<file path="config.mk">
export PLATFORM = sky130hd
export DESIGN_NAME = peano_curve_segment_generator
export DESIGN_NICKNAME = d
export VERILOG_FILES = /design/src/rtl/pcsg_pkg.sv /design/src/rtl/peano_curve_segment_generator.sv /design/src/rtl/pcsg_cell.sv
export SDC_FILE = /design/constraint.sdc
export NUM_CORES = 1
export LEC_CHECK = 0
export ABC_AREA = 1
export BUFFER_PORTS_ARGS = -buffer_cell sky130_fd_sc_hd__buf_4
export CAP_MARGIN = 10
export CORE_MARGIN = 2
export CORE_UTILIZATION = 56
export DETAILED_ROUTE_END_ITERATION = 10
export GPL_TIMING_DRIVEN = 0
export PLACE_DENSITY = 0.78
export SLEW_MARGIN = 10
export SYNTH_ARGS = -nofsm -noshare
export SYNTH_HDL_FRONTEND = slang
export SYNTH_SLANG_ARGS = --single-unit
</file>
<file path="constraint.sdc">
create_clock -name clk -period 11.1 [get_ports clk]
set_clock_uncertainty 0.2 [all_clocks]
set_input_delay 0.555 -clock clk [delete_from_list [all_inputs] [get_ports clk]]
set_output_delay 0.555 -clock clk [all_outputs]
set_load 0.03 [all_outputs]
</file>
<file path="src/rtl/pcsg_pkg.sv">
// Shared types, constants and helper functions of the diagonal Peano curve
// segment generator. No dependencies; used by pcsg_cell and the top level.
package pcsg_pkg;

  // Default parameter values
  localparam int DEF_MAX_DEPTH   = 8;
  localparam int DEF_COORD_WIDTH = 12;

  // Register fields and configuration port
  localparam int DEPTH_W   = 4;
  localparam int STEP_W    = 11;
  localparam int START_W   = 12;
  localparam int CFG_IDX_W = 2;
  localparam int CFG_DAT_W = 12;

  // Configuration register indexes
  localparam logic [CFG_IDX_W-1:0] REG_DEPTH   = 2'd0;
  localparam logic [CFG_IDX_W-1:0] REG_STEP    = 2'd1;
  localparam logic [CFG_IDX_W-1:0] REG_START_X = 2'd2;
  localparam logic [CFG_IDX_W-1:0] REG_START_Y = 2'd3;

  // Base-9 digit
  localparam int               DIGIT_W   = 4;
  localparam logic [DIGIT_W-1:0] DIGIT_TOP = 4'd8;

  // Heading
  localparam int               HEAD_W     = 10;
  localparam logic [HEAD_W-1:0] HEAD_START = 10'd1000;

  // Turn table, bit i set where entry i turns by +1 (others turn by -1)
  localparam logic [7:0] TURN_POS = 8'b1000_1110;

  // Move direction codes (heading mod 4)
  localparam logic [1:0] DIR_PP = 2'd0;  // +x +y
  localparam logic [1:0] DIR_PM = 2'd1;  // +x -y
  localparam logic [1:0] DIR_MM = 2'd2;  // -x -y
  localparam logic [1:0] DIR_MP = 2'd3;  // -x +y

  // Color table, {red, green, blue}
  localparam int COLOR_N = 9;
  localparam logic [23:0] COLOR_TAB [COLOR_N] = '{
    24'hFF0000, 24'h00FF00, 24'h0000FF,
    24'hFFFF00, 24'h00FFFF, 24'hFF00FF,
    24'hFF8000, 24'h00FF80, 24'h80FF00
  };

  // Per-cell control from the top level
  typedef struct packed {
    logic step_en;
    logic restart;
    logic in_range;
  } pcsg_ctrl_t;

  // Link between neighboring cells: carry over current digits and
  // all-eight check over next digits
  typedef struct packed {
    logic carry;
    logic last;
  } pcsg_link_t;

  // Per-cell report back to the top level
  typedef struct packed {
    logic sel;
    logic turn_pos;
  } pcsg_rpt_t;

  // Heading mod 9: 64 is 1 mod 9, so fold the high bits onto the low six,
  // then reduce the small sum with a reciprocal multiply
  function automatic logic [3:0] mod9(input logic [HEAD_W-1:0] h);
    logic [6:0]  s;
    logic [13:0] p;
    logic [3:0]  q;
    logic [6:0]  r;
    s = 7'(h[9:6]) + 7'(h[5:0]);
    p = 14'(s) * 14'd57;
    q = p[12:9];
    r = s - 7'(q) * 7'd9;
    return r[3:0];
  endfunction

  // Color lookup with unused codes reading black
  function automatic logic [23:0] color_of(input logic [3:0] idx);
    logic [23:0] c;
    c = 24'h000000;
    if (idx < 4'(COLOR_N)) begin
      c = COLOR_TAB[idx];
    end
    return c;
  endfunction

endpackage

</file>
<file path="src/rtl/peano_curve_segment_generator.sv">
// Diagonal Peano curve segment generator, top level.
// Throughput: one segment per cycle while in_stall is low; the digit chain,
// heading step and point move are combinational. A two-entry output buffer, the
// output register and a skid entry for stalls, keeps input open.
// Reset (synchronous, rst_n low): registers but the payload to defaults, curve restarts.
// Depends on pcsg_pkg and pcsg_cell.
module peano_curve_segment_generator #(
  parameter int MAX_DEPTH   = pcsg_pkg::DEF_MAX_DEPTH,
  parameter int COORD_WIDTH = pcsg_pkg::DEF_COORD_WIDTH
) (
  input  logic                           clk,
  input  logic                           rst_n,
  // Configuration port
  input  logic                           cfg_wr_en,
  input  logic [pcsg_pkg::CFG_IDX_W-1:0] cfg_index,
  input  logic [pcsg_pkg::CFG_DAT_W-1:0] cfg_wdata,
  // Input channel
  input  logic                           in_valid,
  output logic                           in_stall,
  input  logic                           in_advance,
  // Result channel
  output logic                           out_valid,
  input  logic                           out_stall,
  output logic [COORD_WIDTH-1:0]         out_from_x,
  output logic [COORD_WIDTH-1:0]         out_from_y,
  output logic [COORD_WIDTH-1:0]         out_to_x,
  output logic [COORD_WIDTH-1:0]         out_to_y,
  output logic [7:0]                     out_red,
  output logic [7:0]                     out_green,
  output logic [7:0]                     out_blue,
  output logic                           out_last
);
  import pcsg_pkg::*;

  localparam int RES_W = 4 * COORD_WIDTH + 25;
  localparam logic [DEPTH_W-1:0] MAX_D = DEPTH_W'(MAX_DEPTH);

  // Configuration registers
  logic [DEPTH_W-1:0] depth_r;
  logic [STEP_W-1:0]  step_r;
  logic [START_W-1:0] start_x_r;
  logic [START_W-1:0] start_y_r;

  // Curve state
  logic [COORD_WIDTH-1:0] cur_x_r, cur_y_r;
  logic [HEAD_W-1:0]      heading_r, heading_nxt;
  logic                   started_r;

  // Output buffer
  logic             out_v_r, skid_v_r;
  logic [RES_W-1:0] out_r, skid_r, res_nxt;

  // Chain signals
  pcsg_ctrl_t             ctrl   [MAX_DEPTH];
  pcsg_link_t             link   [MAX_DEPTH+1];
  pcsg_rpt_t              rpt    [MAX_DEPTH];
  logic [MAX_DEPTH-1:0]   sel_vec;
  logic [MAX_DEPTH-1:0]   up_vec;

  logic [DEPTH_W-1:0]     depth_use;
  logic                   accept, gen, pop, restart, turn_up, is_last;
  logic [COORD_WIDTH-1:0] step_ext, sx_ext, sy_ext;
  logic [COORD_WIDTH-1:0] from_x, from_y, to_x, to_y;
  logic [27:0]            step_wide, sx_wide, sy_wide;
  logic [23:0]            rgb;

  // Handshake
  assign in_stall = skid_v_r;
  assign accept   = in_valid & ~skid_v_r;
  assign gen      = accept & in_advance;
  assign pop      = out_v_r & ~out_stall;

  // Clamp depth to 1..MAX_DEPTH
  always_comb begin
    priority if (depth_r == '0) begin
      depth_use = DEPTH_W'(1);
    end else if (depth_r > MAX_D) begin
      depth_use = MAX_D;
    end else begin
      depth_use = depth_r;
    end
  end

  // Digit chain
  assign link[0].carry = 1'b1;
  assign link[0].last  = 1'b1;
  assign restart       = ~started_r | link[MAX_DEPTH].carry;

  for (genvar i = 0; i < MAX_DEPTH; i++) begin : g_cell
    assign ctrl[i].step_en  = gen;
    assign ctrl[i].restart  = restart;
    assign ctrl[i].in_range = (DEPTH_W'(i) < depth_use);
    assign sel_vec[i]       = rpt[i].sel;
    assign up_vec[i]        = rpt[i].sel & rpt[i].turn_pos;

    pcsg_cell u_cell (
      .clk      (clk),
      .rst_n    (rst_n),
      .ctrl     (ctrl[i]),
      .link_in  (link[i]),
      .link_out (link[i+1]),
      .rpt      (rpt[i])
    );
  end

  assign turn_up = |up_vec;
  assign is_last = link[MAX_DEPTH].last;

  // Heading: reload on restart, otherwise turn by one
  always_comb begin
    priority if (restart) begin
      heading_nxt = HEAD_START;
    end else if (turn_up) begin
      heading_nxt = heading_r + 10'd1;
    end else begin
      heading_nxt = heading_r - 10'd1;
    end
  end

  // Resize register fields to the coordinate width
  assign step_wide = {17'b0, step_r};
  assign sx_wide   = {16'b0, start_x_r};
  assign sy_wide   = {16'b0, start_y_r};
  assign step_ext  = step_wide[COORD_WIDTH-1:0];
  assign sx_ext    = sx_wide[COORD_WIDTH-1:0];
  assign sy_ext    = sy_wide[COORD_WIDTH-1:0];

  // Move one diagonal step from the current point
  assign from_x = restart ? sx_ext : cur_x_r;
  assign from_y = restart ? sy_ext : cur_y_r;

  always_comb begin
    unique case (heading_nxt[1:0])
      DIR_PP: begin
        to_x = from_x + step_ext;
        to_y = from_y + step_ext;
      end
      DIR_PM: begin
        to_x = from_x + step_ext;
        to_y = from_y - step_ext;
      end
      DIR_MM: begin
        to_x = from_x - step_ext;
        to_y = from_y - step_ext;
      end
      DIR_MP: begin
        to_x = from_x - step_ext;
        to_y = from_y + step_ext;
      end
      default: begin
        to_x = from_x;
        to_y = from_y;
      end
    endcase
  end

  assign rgb     = color_of(mod9(heading_nxt));
  assign res_nxt = {from_x, from_y, to_x, to_y, rgb, is_last};

  // Configuration writes
  always_ff @(posedge clk) begin
    if (!rst_n) begin
      depth_r   <= DEPTH_W'(1);
      step_r    <= STEP_W'(1);
      start_x_r <= '0;
      start_y_r <= '0;
    end else if (cfg_wr_en) begin
      unique case (cfg_index)
        REG_DEPTH:   depth_r   <= cfg_wdata[DEPTH_W-1:0];
        REG_STEP:    step_r    <= cfg_wdata[STEP_W-1:0];
        REG_START_X: start_x_r <= cfg_wdata[START_W-1:0];
        REG_START_Y: start_y_r <= cfg_wdata[START_W-1:0];
        default: ;
      endcase
    end
  end

  // Advance curve state on each segment beat
  always_ff @(posedge clk) begin
    if (!rst_n) begin
      cur_x_r   <= '0;
      cur_y_r   <= '0;
      heading_r <= HEAD_START;
      started_r <= 1'b0;
    end else if (gen) begin
      cur_x_r   <= to_x;
      cur_y_r   <= to_y;
      heading_r <= heading_nxt;
      started_r <= ~is_last;
    end
  end

  // Output register with skid entry behind it
  always_ff @(posedge clk) begin
    if (!rst_n) begin
      out_v_r  <= 1'b0;
      skid_v_r <= 1'b0;
    end else if (!out_v_r || pop) begin
      if (skid_v_r) begin
        out_v_r  <= 1'b1;
        skid_v_r <= 1'b0;
      end else begin
        out_v_r <= gen;
      end
    end else if (gen) begin
      skid_v_r <= 1'b1;
    end
  end

  // Payload moves, no reset
  always_ff @(posedge clk) begin
    if (!out_v_r || pop) begin
      out_r <= skid_v_r ? skid_r : res_nxt;
    end else if (gen) begin
      skid_r <= res_nxt;
    end
  end

  assign out_valid  = out_v_r;
  assign out_from_x = out_r[RES_W-1 -: COORD_WIDTH];
  assign out_from_y = out_r[RES_W-1-COORD_WIDTH -: COORD_WIDTH];
  assign out_to_x   = out_r[RES_W-1-2*COORD_WIDTH -: COORD_WIDTH];
  assign out_to_y   = out_r[RES_W-1-3*COORD_WIDTH -: COORD_WIDTH];
  assign out_red    = out_r[24:17];
  assign out_green  = out_r[16:9];
  assign out_blue   = out_r[8:1];
  assign out_last   = out_r[0];

  // At most one digit takes the increment
  a_one_sel: assert property (@(posedge clk) disable iff (!rst_n)
    $onehot0(sel_vec))
    else $error("more than one digit cell selected");

  // Skid entry is only used behind a full output register
  a_skid_order: assert property (@(posedge clk) disable iff (!rst_n)
    skid_v_r |-> out_v_r)
    else $error("skid entry valid with empty output register");

  // A curve restart reloads the heading
  a_restart_head: assert property (@(posedge clk) disable iff (!rst_n)
    (gen && restart) |=> (heading_r == HEAD_START))
    else $error("heading not reloaded on curve restart");

  // The final segment rearms the curve start
  a_last_rearm: assert property (@(posedge clk) disable iff (!rst_n)
    (gen && is_last) |=> !started_r)
    else $error("curve not rearmed after last segment");

endmodule

</file>
<file path="src/rtl/pcsg_cell.sv">
// One base-9 digit cell of the segment counter chain.
// Depends on pcsg_pkg for the link, control and report types.
module pcsg_cell (
  input  logic                clk,
  input  logic                rst_n,
  input  pcsg_pkg::pcsg_ctrl_t ctrl,
  input  pcsg_pkg::pcsg_link_t link_in,
  output pcsg_pkg::pcsg_link_t link_out,
  output pcsg_pkg::pcsg_rpt_t  rpt
);
  import pcsg_pkg::*;

  logic [DIGIT_W-1:0] digit_r;
  logic [DIGIT_W-1:0] digit_nxt;
  logic               is_eight;
  logic               sel;

  // This active cell takes the increment when it is not eight and all lower digits are eight
  assign is_eight = (digit_r == DIGIT_TOP);
  assign sel      = link_in.carry & ctrl.in_range & ~is_eight;

  // Next digit: clear on restart, bump when selected, clear below the pick
  always_comb begin
    priority if (ctrl.restart) begin
      digit_nxt = '0;
    end else if (sel) begin
      digit_nxt = digit_r + 4'd1;
    end else if (link_in.carry) begin
      digit_nxt = '0;
    end else begin
      digit_nxt = digit_r;
    end
  end

  // Pass carry and end-of-curve check to the next cell
  assign link_out.carry = link_in.carry & (~ctrl.in_range | is_eight);
  assign link_out.last  = link_in.last & (~ctrl.in_range | (digit_nxt == DIGIT_TOP));

  assign rpt.sel      = sel;
  assign rpt.turn_pos = TURN_POS[digit_r[2:0]];

  // Hold the digit, advance on each segment beat
  always_ff @(posedge clk) begin
    if (!rst_n) begin
      digit_r <= '0;
    end else if (ctrl.step_en) begin
      digit_r <= digit_nxt;
    end
  end

endmodule
</file>
==> metrics.cfg, run 1 <==
[detailed_routing]
dr.pass1.iters=5
drt_iter0_markers=790
drt_wl_total_um=32000
avgViaCountPerCell=5.426
drc=0
ant_nets=0
wire_per_inst_um=16.02
vias=10841

[synthesis]
syn_area_per_cell_um2=8.061
ys.flop_type=dfxtp_1
syn_area_um2=12680
syn-instance-count=1573
synth-seq-cells=226
synth_nets=1683
ys_types=47
synth_edf_count=110
yosysWarnings=0
async_flop_share_pct=0
ys_seq_area_share_pct=44.37

[die]
start_util_pct=56.52
num_rows=55
core_region_area_um2=22430
pin_count=95
die_w_um=154.5
fp.dieH_um=154.5
die_area_um2=23860

[worst_setup_path]
crit_path_start_kind=register
critPathMaxStageDelay_ns=0.52
critical-path-top-delay-family=adder cells
rr_startpoint=g_cell[0].u_cell.digit_r[0]$_SDFFE_PN0P_
crit_slowest_cell=fa_1
r2r_slack_ns=0.96
end_kind=register
arrival_ns=10.23
crit_fanout=9
critPathMostFrequentCell=nand2_1
path_buf_inv=7
critPathKind=register to register
critical_path_required_ns=11.19
critPathCapture=out_r[16]$_DFFE_PP_
startpoint=g_cell[0].u_cell.digit_r[0]$_SDFFE_PN0P_
reg2regPathDepth=57
reg2reg_to=out_r[16]$_DFFE_PP_
path_depth=57

[flow_run]
maxCapViolCount=0

[global_route]
grt_pass1_vias=10301
overflow=0
antenna_found_initial=0
grt_pass1_wl_um=51120
grt_start_max_net_pins=43
grt_util_all_layers_pct=26.78

[min_path]
worstHoldStart=cfg_wdata[0]
whs_path_depth=3
hp-class=input port to register

[place]
gp_congestion=0.9623
place_hpwl_um=24230
port_buffers=94

[finish]
drive_gt1_share_pct=11.21
fillers=1860
nNetsFinal=1806
num_antenna_cells=0
multiInputGateArea_um2=5898
area_growth_pct=15.47
seqCellArea_um2=5625

[timing]
rsz0062_at_grt=false
slew_headroom_pct=43.91
drv_slew=0
tightest_slew_ns=0.8414
setup_viol=0
max_clock_freq_mhz=98.62
period_minus_slack_ns=10.14
hold_violations=0
fin_tns_setup_ns=0
fin_crit_sh_pct=91.35

[cts]
clk_pin_slew_ns=0.06
cts_tree=done
clock_sinks=226
cts_made_buffers=25
htreeDepth=1
cts_root_buffer=clkbuf_16
clk_latency_ns=0.54
cts.path.max_buffers=3
post_cts_buffers=0

[power_and_ir_drop]
powerDensity_nw_per_um2=309.8
p_leak_nw=6.754
power_mw=4.536
ir_drop_uv=473.1

[status]
status=complete, no violations

==> sequential cells by signal, indices dropped and copies added, names as in the netlist <==
| register | flops |
|---|---|
| out_r | 55 |
| skid_r | 55 |
| g_cell.u_cell.digit_r | 32 |
| cur_x_r | 12 |
| cur_y_r | 12 |
| start_x_r | 12 |
| start_y_r | 12 |
| step_r | 11 |
| heading_r | 10 |
| g_cell.u_cell.rpt | 8 |
| depth_r | 4 |
| in_stall | 1 |
| out_valid | 1 |
| started_r | 1 |
==> worst register-to-register path: cells and delay by family, from the launching register on <==
kind | cells | cell delay, ns
DFF | 1 | 0.33
and+or+nand+nor | 29 | 3.40
buffers and inverters | 7 | 0.62
AOI/OAI and AO/OA | 11 | 1.96
adders and majority gates | 10 | 3.41
==> power by group <==
part | switching (mW) | leakage (nW) | total [mW] | internal (mW)
Sequential | 0.0350 | 2.08 | 1.17 | 1.13
Combinational | 1.60 | 4.25 | 2.52 | 0.921
Clock | 0.339 | 0.418 | 0.843 | 0.504
Total | 1.97 | 6.75 | 4.54 | 2.56
==> per-layer routing <==
layer / global-route usage, % / vias to the layer above / wire (um)
met2: 45.73 / 360 / 15100
met4: 12.39 / 0 / 1459
met3: 3.951 / 75 / 2013
met1: 33.67 / 5016 / 13430
met5: 0 / - / 0
li1: - / 5390 / -
==> area by class of cell <==
cell class / count / area share (%)
Inverter: 217 / 5.563
Clock inverter: 14 / 1.128
Tap cell: 285 / 2.435
Multi-Input combinational cell: 1056 / 40.28
Timing Repair Buffer: 96 / 5.093
Sequential cell: 226 / 38.42
Clock buffer: 30 / 4.606
Buffer: 74 / 2.470
==> metrics by stage <==
step	setup slack (ns)	area [um^2]	utilization [%]	instances	hold slack, ns
after floorplan	2.389	12680	-	1573	0.2237
after CTS	0.8270	14630	65.22	1998	0.06501
after detailed placement	0.8928	13790	61.48	1954	0.2383
after global placement	1.080	13740	61.25	1952	0.2327
after global routing	0.02788	14640	65.26	1998	0.07882
final	0.9598	14640	65.26	1998	0.07638
==> cells by family (layout without fill, tap and decap cells) <==
kind of cell / Yosys count / after routing / synth area share [%]
compound gates: 320 / 320 / 13.23
xor+xnor: 45 / 45 / 3.108
fa+ha+maj: 95 / 95 / 9.986
buf+inv: 291 / 431 / 9.276
flops: 226 / 226 / 44.37
mux: 2 / 2 / 0.1579
simple gates: 594 / 594 / 19.87
==> placed cells by master (no fill, tap or decap), types with 6 or more instances in the layout <==
cell type / Yosys / layout
nor2_1: 71 / 70
buf_4: 18 / 112
a21o_1: 6 / 6
nand4_1: 14 / 14
nand2_1: 388 / 386
xor2_1: 40 / 39
nor3_1: 10 / 10
buf_1: 7 / 7
buf_2: 7 / 7
dfxtp_1: 116 / 116
clkbuf_16: 0 / 25
o21ai_0: 159 / 159
edfxtp_1: 110 / 110
ha_1: 78 / 78
nand2_2: 4 / 6
a21oi_1: 126 / 126
nor2_2: 7 / 7
clkbuf_1: 41 / 43
nand3b_1: 6 / 6
inv_1: 214 / 214
fa_1: 12 / 12
a31oi_1: 8 / 8
nand3_1: 80 / 80
clkinv_2: 0 / 7
==> how the worst min path moves through the flow <==
stage | end | slack [ns]
2_1_floorplan | start_x_r[10]$_SDFFE_PN0P_ | 0.22
3_3_place_gp | start_x_r[2]$_SDFFE_PN0P_ | 0.23
3_5_place_dp | start_x_r[8]$_SDFFE_PN0P_ | 0.24
4_1_cts | depth_r[0]$_SDFFE_PN1P_ | 0.07
5_1_grt | step_r[0]$_SDFFE_PN1P_ | 0.08
6_report | depth_r[0]$_SDFFE_PN1P_ | 0.08
==> cell usage after synthesis, types with 4 or more instances <==
master | count | area (um^2)
a21o_1 | 6 | 45.04
a21oi_1 | 126 | 630.6
a31oi_1 | 8 | 50.05
buf_1 | 7 | 26.28
buf_2 | 7 | 35.03
buf_4 | 18 | 135.1
clkbuf_1 | 41 | 153.9
dfxtp_1 | 116 | 2322
edfxtp_1 | 110 | 3303
fa_1 | 12 | 240.2
ha_1 | 78 | 975.9
inv_1 | 214 | 803.3
maj3_1 | 5 | 50.05
nand2_1 | 388 | 1456
nand2_2 | 4 | 25.02
nand3_1 | 80 | 400.4
nand3_2 | 4 | 40.04
nand3b_1 | 6 | 45.04
nand4_1 | 14 | 87.58
nor2_1 | 71 | 266.5
nor2_2 | 7 | 43.79
nor3_1 | 10 | 50.05
o211ai_1 | 4 | 30.03
o21ai_0 | 159 | 795.8
o21ai_1 | 4 | 20.02
o21bai_1 | 5 | 37.54
xnor2_1 | 5 | 43.79
xor2_1 | 40 | 350.3
==> what timing repair did <==
action                                  4_1_cts  5_1_grt
resized for setup                             0        2
endpoints found under the setup margin        0       10
hold buffers                                  0        0
Power figures use the tool's default switching activity.
==> run 2: changes to the inputs <==
--- a/config.mk
+++ b/config.mk
@@ -9,10 +9,10 @@
 export BUFFER_PORTS_ARGS = -buffer_cell sky130_fd_sc_hd__buf_4
 export CAP_MARGIN = 10
 export CORE_MARGIN = 2
-export CORE_UTILIZATION = 56
+export CORE_UTILIZATION = 29
 export DETAILED_ROUTE_END_ITERATION = 10
 export GPL_TIMING_DRIVEN = 0
-export PLACE_DENSITY = 0.78
+export PLACE_DENSITY = 0.47
 export SLEW_MARGIN = 10
 export SYNTH_ARGS = -nofsm -noshare
 export SYNTH_HDL_FRONTEND = slang
==> metrics.cfg, run 2 (synthesis results as in run 1) <==
[finish]
reg_top3=out_r: 55 flops, skid_r: 55 flops, g_cell.u_cell.digit_r: 32 flops  ; unchanged
drive_gt1_share_pct=11.22  ; was 11.21%
area_growth_pct=19.20  ; was 15.47%
nNetsFinal=1809  ; was 1806
final_common_cell=nand2_1  ; unchanged
layout_common_cells=nand2_1, inv_1, o21ai_0  ; unchanged
num_antenna_cells=0  ; unchanged

[detailed_routing]
top_layer=met4  ; unchanged
drt-met1-wl_um=16800  ; was 13430 um
wire_per_inst_um=15.54  ; was 16.02 um
avgViaCountPerCell=4.574  ; was 5.426
ant_nets=0  ; unchanged
vias=10544  ; was 10.84k
dr.pass1.iters=5  ; unchanged
drt_wl_total_um=35810  ; was 32000 um
wl_met2_um=16550  ; was 15100 um
drc=0  ; unchanged
drt_iter0_markers=618  ; was 790
met3_length_um=1408  ; was 2013 um

[timing]
max_clock_freq_mhz=98.66  ; was 98.62 MHz
period_minus_slack_ns=10.14  ; about the same
fin_tns_setup_ns=0  ; unchanged
setup_ws_ns=0.9645  ; was 0.9598 ns
fin_crit_sh_pct=91.31  ; was 91.35%
tightest_slew_ns=0.8132  ; was 0.8414 ns
hold_violations=0  ; unchanged
drv_slew=0  ; unchanged
rsz0062_at_grt=false  ; unchanged
slew_headroom_pct=45.21  ; was 43.91%
setup_viol=0  ; unchanged

[cts]
post_cts_buffers=0  ; unchanged
ctsHoldBuffers=0  ; unchanged
cts-resized-gates=0  ; unchanged
cts.path.max_buffers=3  ; unchanged
clk_pin_slew_ns=0.06  ; about the same
htreeDepth=1  ; unchanged
cts_root_buffer=clkbuf_16  ; unchanged
clk_latency_ns=0.57  ; was 0.54 ns
cts_made_buffers=28  ; was 25
clock_sinks=226  ; unchanged
cts_tree=done  ; unchanged

[place]
place_hpwl_um=27430  ; was 24230 um
port_buffers=94  ; unchanged
dp_worst_setup_slack_ns=0.8137  ; was 0.8928 ns
gp_congestion=0.8461  ; was 0.9623

[die]
die_area_um2=45410  ; was 23860 um^2
num_rows=76  ; was 55
pin_count=95  ; unchanged
start_util_pct=29.44  ; was 56.52%
fp.dieH_um=213.1  ; was 154.5 um
core_region_area_um2=43080  ; was 22430 um^2
die_w_um=213.1  ; was 154.5 um

[worst_setup_path]
critPathMaxStageDelay_ns=0.49  ; was 0.52 ns
critPathMostFrequentCell=nand2_1  ; unchanged
crit_slowest_cell=fa_1  ; unchanged
crit_path_start_kind=register  ; unchanged
end_kind=register  ; unchanged
critical_path_required_ns=11.23  ; was 11.19 ns
arrival_ns=10.26  ; was 10.23 ns
critPathKind=register to register  ; unchanged
crit_fanout=9  ; unchanged

[flow_run]
maxCapViolCount=0  ; unchanged

[global_route]
grt_pass1_wl_um=56140  ; was 51120 um
antenna_found_initial=0  ; unchanged
grt_pass1_vias=10215  ; was 10.30k
overflow=0  ; unchanged
grt_util_all_layers_pct=15.89  ; was 26.78%
grt_start_max_net_pins=59  ; was 43

[min_path]
hp-class=input port to register  ; unchanged

[power_and_ir_drop]
p_leak_nw=6.800  ; was 6.754 nW
powerDensity_nw_per_um2=304.9  ; was 309.8 nW/um^2
ir_drop_uv=527.1  ; was 473.1 uV

[status]
status=complete, no violations  ; unchanged

## run 2: stage by stage
step	total power, mW	area (um^2)	hold WS, ns	utilization (%)	std cells
after floorplan	3.146	12680	0.2237	-	1573
after global placement	3.694	14120	0.2344	32.77	2252
after detailed placement	3.748	14180	0.2411	32.92	2254
after CTS	4.668	15110	0.02136	35.07	2305
after global routing	5.069	15110	0.03786	35.09	2305
final	4.608	15110	0.03885	35.09	2305
## run 2: where the power goes
part           internal (mW)  switching [mW]
registers               1.13          0.0370
logic                  0.925            1.60
clock network          0.541           0.368
total                   2.60            2.01
## run 2: layout make-up
cell class              count  area [um^2]
plain buffers              74        361.6
well taps                 585        732.0
inverters                 217        814.5
clock inverters            15        146.4
multi-input cells        1056         5901
clock buffers              36        780.7
fillers                  4484        27960
flip-flops and latches    226         5625
repair buffers             96        753.2
## run 2: path summary, 6_finish.rpt
check,from,cells past startpoint,to,slack [ns]
max,depth_r[3]$_SDFFE_PN0P_,56,out_r[16]$_DFFE_PP_,0.96
min,cfg_wdata[0],3,depth_r[0]$_SDFFE_PN1P_,0.04
max reg2reg,depth_r[3]$_SDFFE_PN0P_,56,out_r[16]$_DFFE_PP_,0.96
min reg2reg,start_y_r[4]$_SDFFE_PN0P_,2,start_y_r[4]$_SDFFE_PN0P_,0.25
## run 2: critical path, delay by kind of cell (launching register included)
family / cells / cell delay, ns
AND/OR/NAND/NOR: 28 / 3.53
buffers and inverters: 9 / 1.12
adder cells (fa/ha/maj): 9 / 2.91
flip-flops: 1 / 0.39
AO/OA/AOI/OAI: 10 / 1.71
## run 2: routing by layer
metal  vias to the layer above  global-route usage, %
li1                       5410                      -
met4                         0                  4.678
met2                       175                  26.68
met1                      4892                  21.02
met3                        67                  2.530
met5                         -                      0
==> run 3: changes to the inputs <==
--- a/config.mk
+++ b/config.mk
@@ -6,13 +6,14 @@
 export NUM_CORES = 1
 export LEC_CHECK = 0
 export ABC_AREA = 1
-export BUFFER_PORTS_ARGS = -buffer_cell sky130_fd_sc_hd__buf_4
+export BUFFER_PORTS_ARGS = -buffer_cell sky130_fd_sc_hd__buf_2
 export CAP_MARGIN = 10
 export CORE_MARGIN = 2
 export CORE_UTILIZATION = 29
+export CTS_BUF_LIST = sky130_fd_sc_hd__clkbuf_4
 export DETAILED_ROUTE_END_ITERATION = 10
 export GPL_TIMING_DRIVEN = 0
-export PLACE_DENSITY = 0.47
+export PLACE_DENSITY = 0.49
 export SLEW_MARGIN = 10
 export SYNTH_ARGS = -nofsm -noshare
 export SYNTH_HDL_FRONTEND = slang
==> constraint.sdc (replaced) <==
create_clock -name clk -period 8.48 [get_ports clk]
set_clock_uncertainty 0.2 [all_clocks]
set_input_delay 0.424 -clock clk [delete_from_list [all_inputs] [get_ports clk]]
set_output_delay 0.424 -clock clk [all_outputs]
set_load 0.03 [all_outputs]
==> metrics.cfg, run 3 (synthesis results as in run 1) <==
[die]
die_w_um=213.1  ; unchanged
die_area_um2=45410  ; unchanged
num_rows=76  ; unchanged
fp.dieH_um=213.1  ; unchanged
pin_count=95  ; unchanged
core_region_area_um2=43080  ; unchanged
start_util_pct=29.44  ; unchanged

[cts]
cts_made_buffers=68  ; was 28
clk_pin_slew_ns=0.06  ; about the same
cts_tree=done  ; unchanged
htreeDepth=3  ; was 1
cts_root_buffer=clkbuf_4  ; was clkbuf_16
clk_latency_ns=0.72  ; was 0.57 ns
clock_sinks=226  ; unchanged
cts.path.max_buffers=3  ; unchanged

[global_route]
grt_start_max_net_pins=59  ; unchanged
antenna_found_initial=2  ; was 0
grt_util_all_layers_pct=16.62  ; was 15.89%
grt_pass1_wl_um=58350  ; was 56140 um
overflow=0  ; unchanged
grt_pass1_vias=10928  ; was 10.22k

[timing]
setup_ws_ns=-0.3196  ; was 0.9645 ns
fin_tns_setup_ns=-3.142  ; was 0 ns
fin_crit_sh_pct=103.8  ; was 91.31%
period_minus_slack_ns=8.800  ; was 10.14 ns
tightest_slew_ns=0.8653  ; was 0.8132 ns
setup_viol=12  ; was 0
max_clock_freq_mhz=113.6  ; was 98.66 MHz
slew_headroom_pct=41.70  ; was 45.21%
drv_slew=0  ; unchanged
rsz0062_at_grt=true  ; was false
hold_violations=0  ; unchanged

[detailed_routing]
vias=11241  ; was 10.54k
avgViaCountPerCell=4.615  ; was 4.574
ant_nets=0  ; unchanged
wire_per_inst_um=15.21  ; was 15.54 um
dr.pass1.iters=5  ; unchanged
drc=0  ; unchanged
drt_wl_total_um=37050  ; was 35810 um
drt_iter0_markers=766  ; was 618

[worst_setup_path]
critical_path_required_ns=8.76  ; was 11.23 ns
critPathMostFrequentCell=nand2_2  ; was nand2_1
r2r_slack_ns=-0.32  ; was 0.96 ns
reg2reg_to=out_r[15]$_DFFE_PP_  ; was out_r[16]$_DFFE_PP_
reg2regPathDepth=57  ; was 56
critPathCapture=out_r[15]$_DFFE_PP_  ; was out_r[16]$_DFFE_PP_
crit_fanout=6  ; was 9
rr_startpoint=g_cell[1].u_cell.digit_r[1]$_SDFFE_PN0P_  ; was depth_r[3]$_SDFFE_PN0P_
critPathMaxStageDelay_ns=0.50  ; was 0.49 ns
crit_path_start_kind=register  ; unchanged
crit_slowest_cell=fa_1  ; unchanged
critPathKind=register to register  ; unchanged
end_kind=register  ; unchanged
startpoint=g_cell[1].u_cell.digit_r[1]$_SDFFE_PN0P_  ; was depth_r[3]$_SDFFE_PN0P_
arrival_ns=9.08  ; was 10.26 ns

[status]
violations=setup timing
status=finished, violations left  ; was complete, no violations

[place]
dpl-instance-area_um2=13980  ; was 14180 um^2
dp_worst_setup_slack_ns=-1.312  ; was 0.8137 ns
dp.cells=2253  ; was 2254
port_buffers=94  ; unchanged
gp_congestion=0.8735  ; was 0.8461
place_hpwl_um=26940  ; was 27430 um

[power_and_ir_drop]
powerDensity_nw_per_um2=444.8  ; was 304.9 nW/um^2
ir_drop_uv=777.8  ; was 527.1 uV
p_leak_nw=7.191  ; was 6.800 nW

[finish]
nNetsFinal=1911  ; was 1809
area_growth_pct=25.57  ; was 19.20%
drive_gt1_share_pct=21.26  ; was 11.22%
layoutNonFillerInstCount=2436  ; was 2305
fillers=4474  ; was 4484
layout_common_cells=nand2_1, inv_1, o21ai_0  ; unchanged
fin_area_um2=15920  ; was 15110 um^2
reg_top3=out_r: 55 flops, skid_r: 55 flops, g_cell.u_cell.digit_r: 32 flops  ; unchanged
final_common_cell=nand2_1  ; unchanged
utilization_pct=36.96  ; was 35.09%

[min_path]
worstHoldStart=start_y_r[9]$_SDFFE_PN0P_  ; was cfg_wdata[0]
hp-class=register to register  ; was input port to register

[flow_run]
maxCapViolCount=0  ; unchanged

run 3: cell types whose count changed in the layout (fill, tap and decap cells not counted), sizes merged:
cell         delta
clkbuf         +62
dlygate4sd3    +20
buf            +42
inv             +3
clkinv          -3
diode           +7
run 3: repair_timing:
item | in CTS | in global routing
hold endpoints to repair | 42 | 0
hold buffers | 20 | 0
setup buffers | 27 | 16
pin swaps | 30 | 58
resized for setup | 63 | 67
setup endpoints to repair | 12 | 12
run 3: how the worst min path moves through the flow:
stage	to	slack, ns	depth (start not counted)
2_1_floorplan	start_x_r[10]$_SDFFE_PN0P_	0.22	2
3_3_place_gp	cur_y_r[0]$_SDFFE_PN0P_	0.24	2
3_5_place_dp	start_y_r[1]$_SDFFE_PN0P_	0.24	2
4_1_cts	start_y_r[1]$_SDFFE_PN0P_	0.24	2
5_1_grt	start_y_r[1]$_SDFFE_PN0P_	0.26	2
6_report	start_y_r[9]$_SDFFE_PN0P_	0.25	2
run 3: final cells by class:
| type | instances | area, um^2 | area share, % |
|---|---|---|---|
| Antenna cell | 7 | 17.52 | 0.1100 |
| Buffer | 74 | 367.9 | 2.310 |
| Clock buffer | 98 | 735.7 | 4.621 |
| Clock inverter | 15 | 118.9 | 0.7466 |
| Inverter | 217 | 827.0 | 5.195 |
| Multi-Input combinational cell | 1056 | 6469 | 40.63 |
| Sequential cell | 226 | 5640 | 35.43 |
| Tap cell | 585 | 732.0 | 4.597 |
| Timing Repair Buffer | 158 | 1013 | 6.365 |
run 3: power breakdown:
| part | switching, mW | internal [mW] |
|---|---|---|
| clock | 0.490 | 0.588 |
| combinational | 2.65 | 1.82 |
| sequential | 0.0459 | 1.49 |
run 3: stage by stage:
step	power, mW	hold WS (ns)
2_1_floorplan	4.117	0.2237
6_report	7.082	0.2453
3_3_place_gp	4.774	0.2360
5_1_grt	7.749	0.2582
3_5_place_dp	4.830	0.2389
4_1_cts	6.263	0.2443
run 3: critical path, delay by kind of cell (launching register included):
kind / cells / cell delay, ns
buf+inv: 7 / 0.46
fa+ha+maj: 10 / 3.03
compound gates: 11 / 1.79
simple gates: 29 / 2.75
flops: 1 / 0.33
run 3: per-layer routing:
layer  track usage, %  vias to the layer above  share of wire (%)
met4            5.209                        0                2.3
li1                 -                     5666                  -
met5                0                        -                  0
met1            21.43                     5241                 46
met3            3.471                       76                4.6
met2            27.79                      258                 47
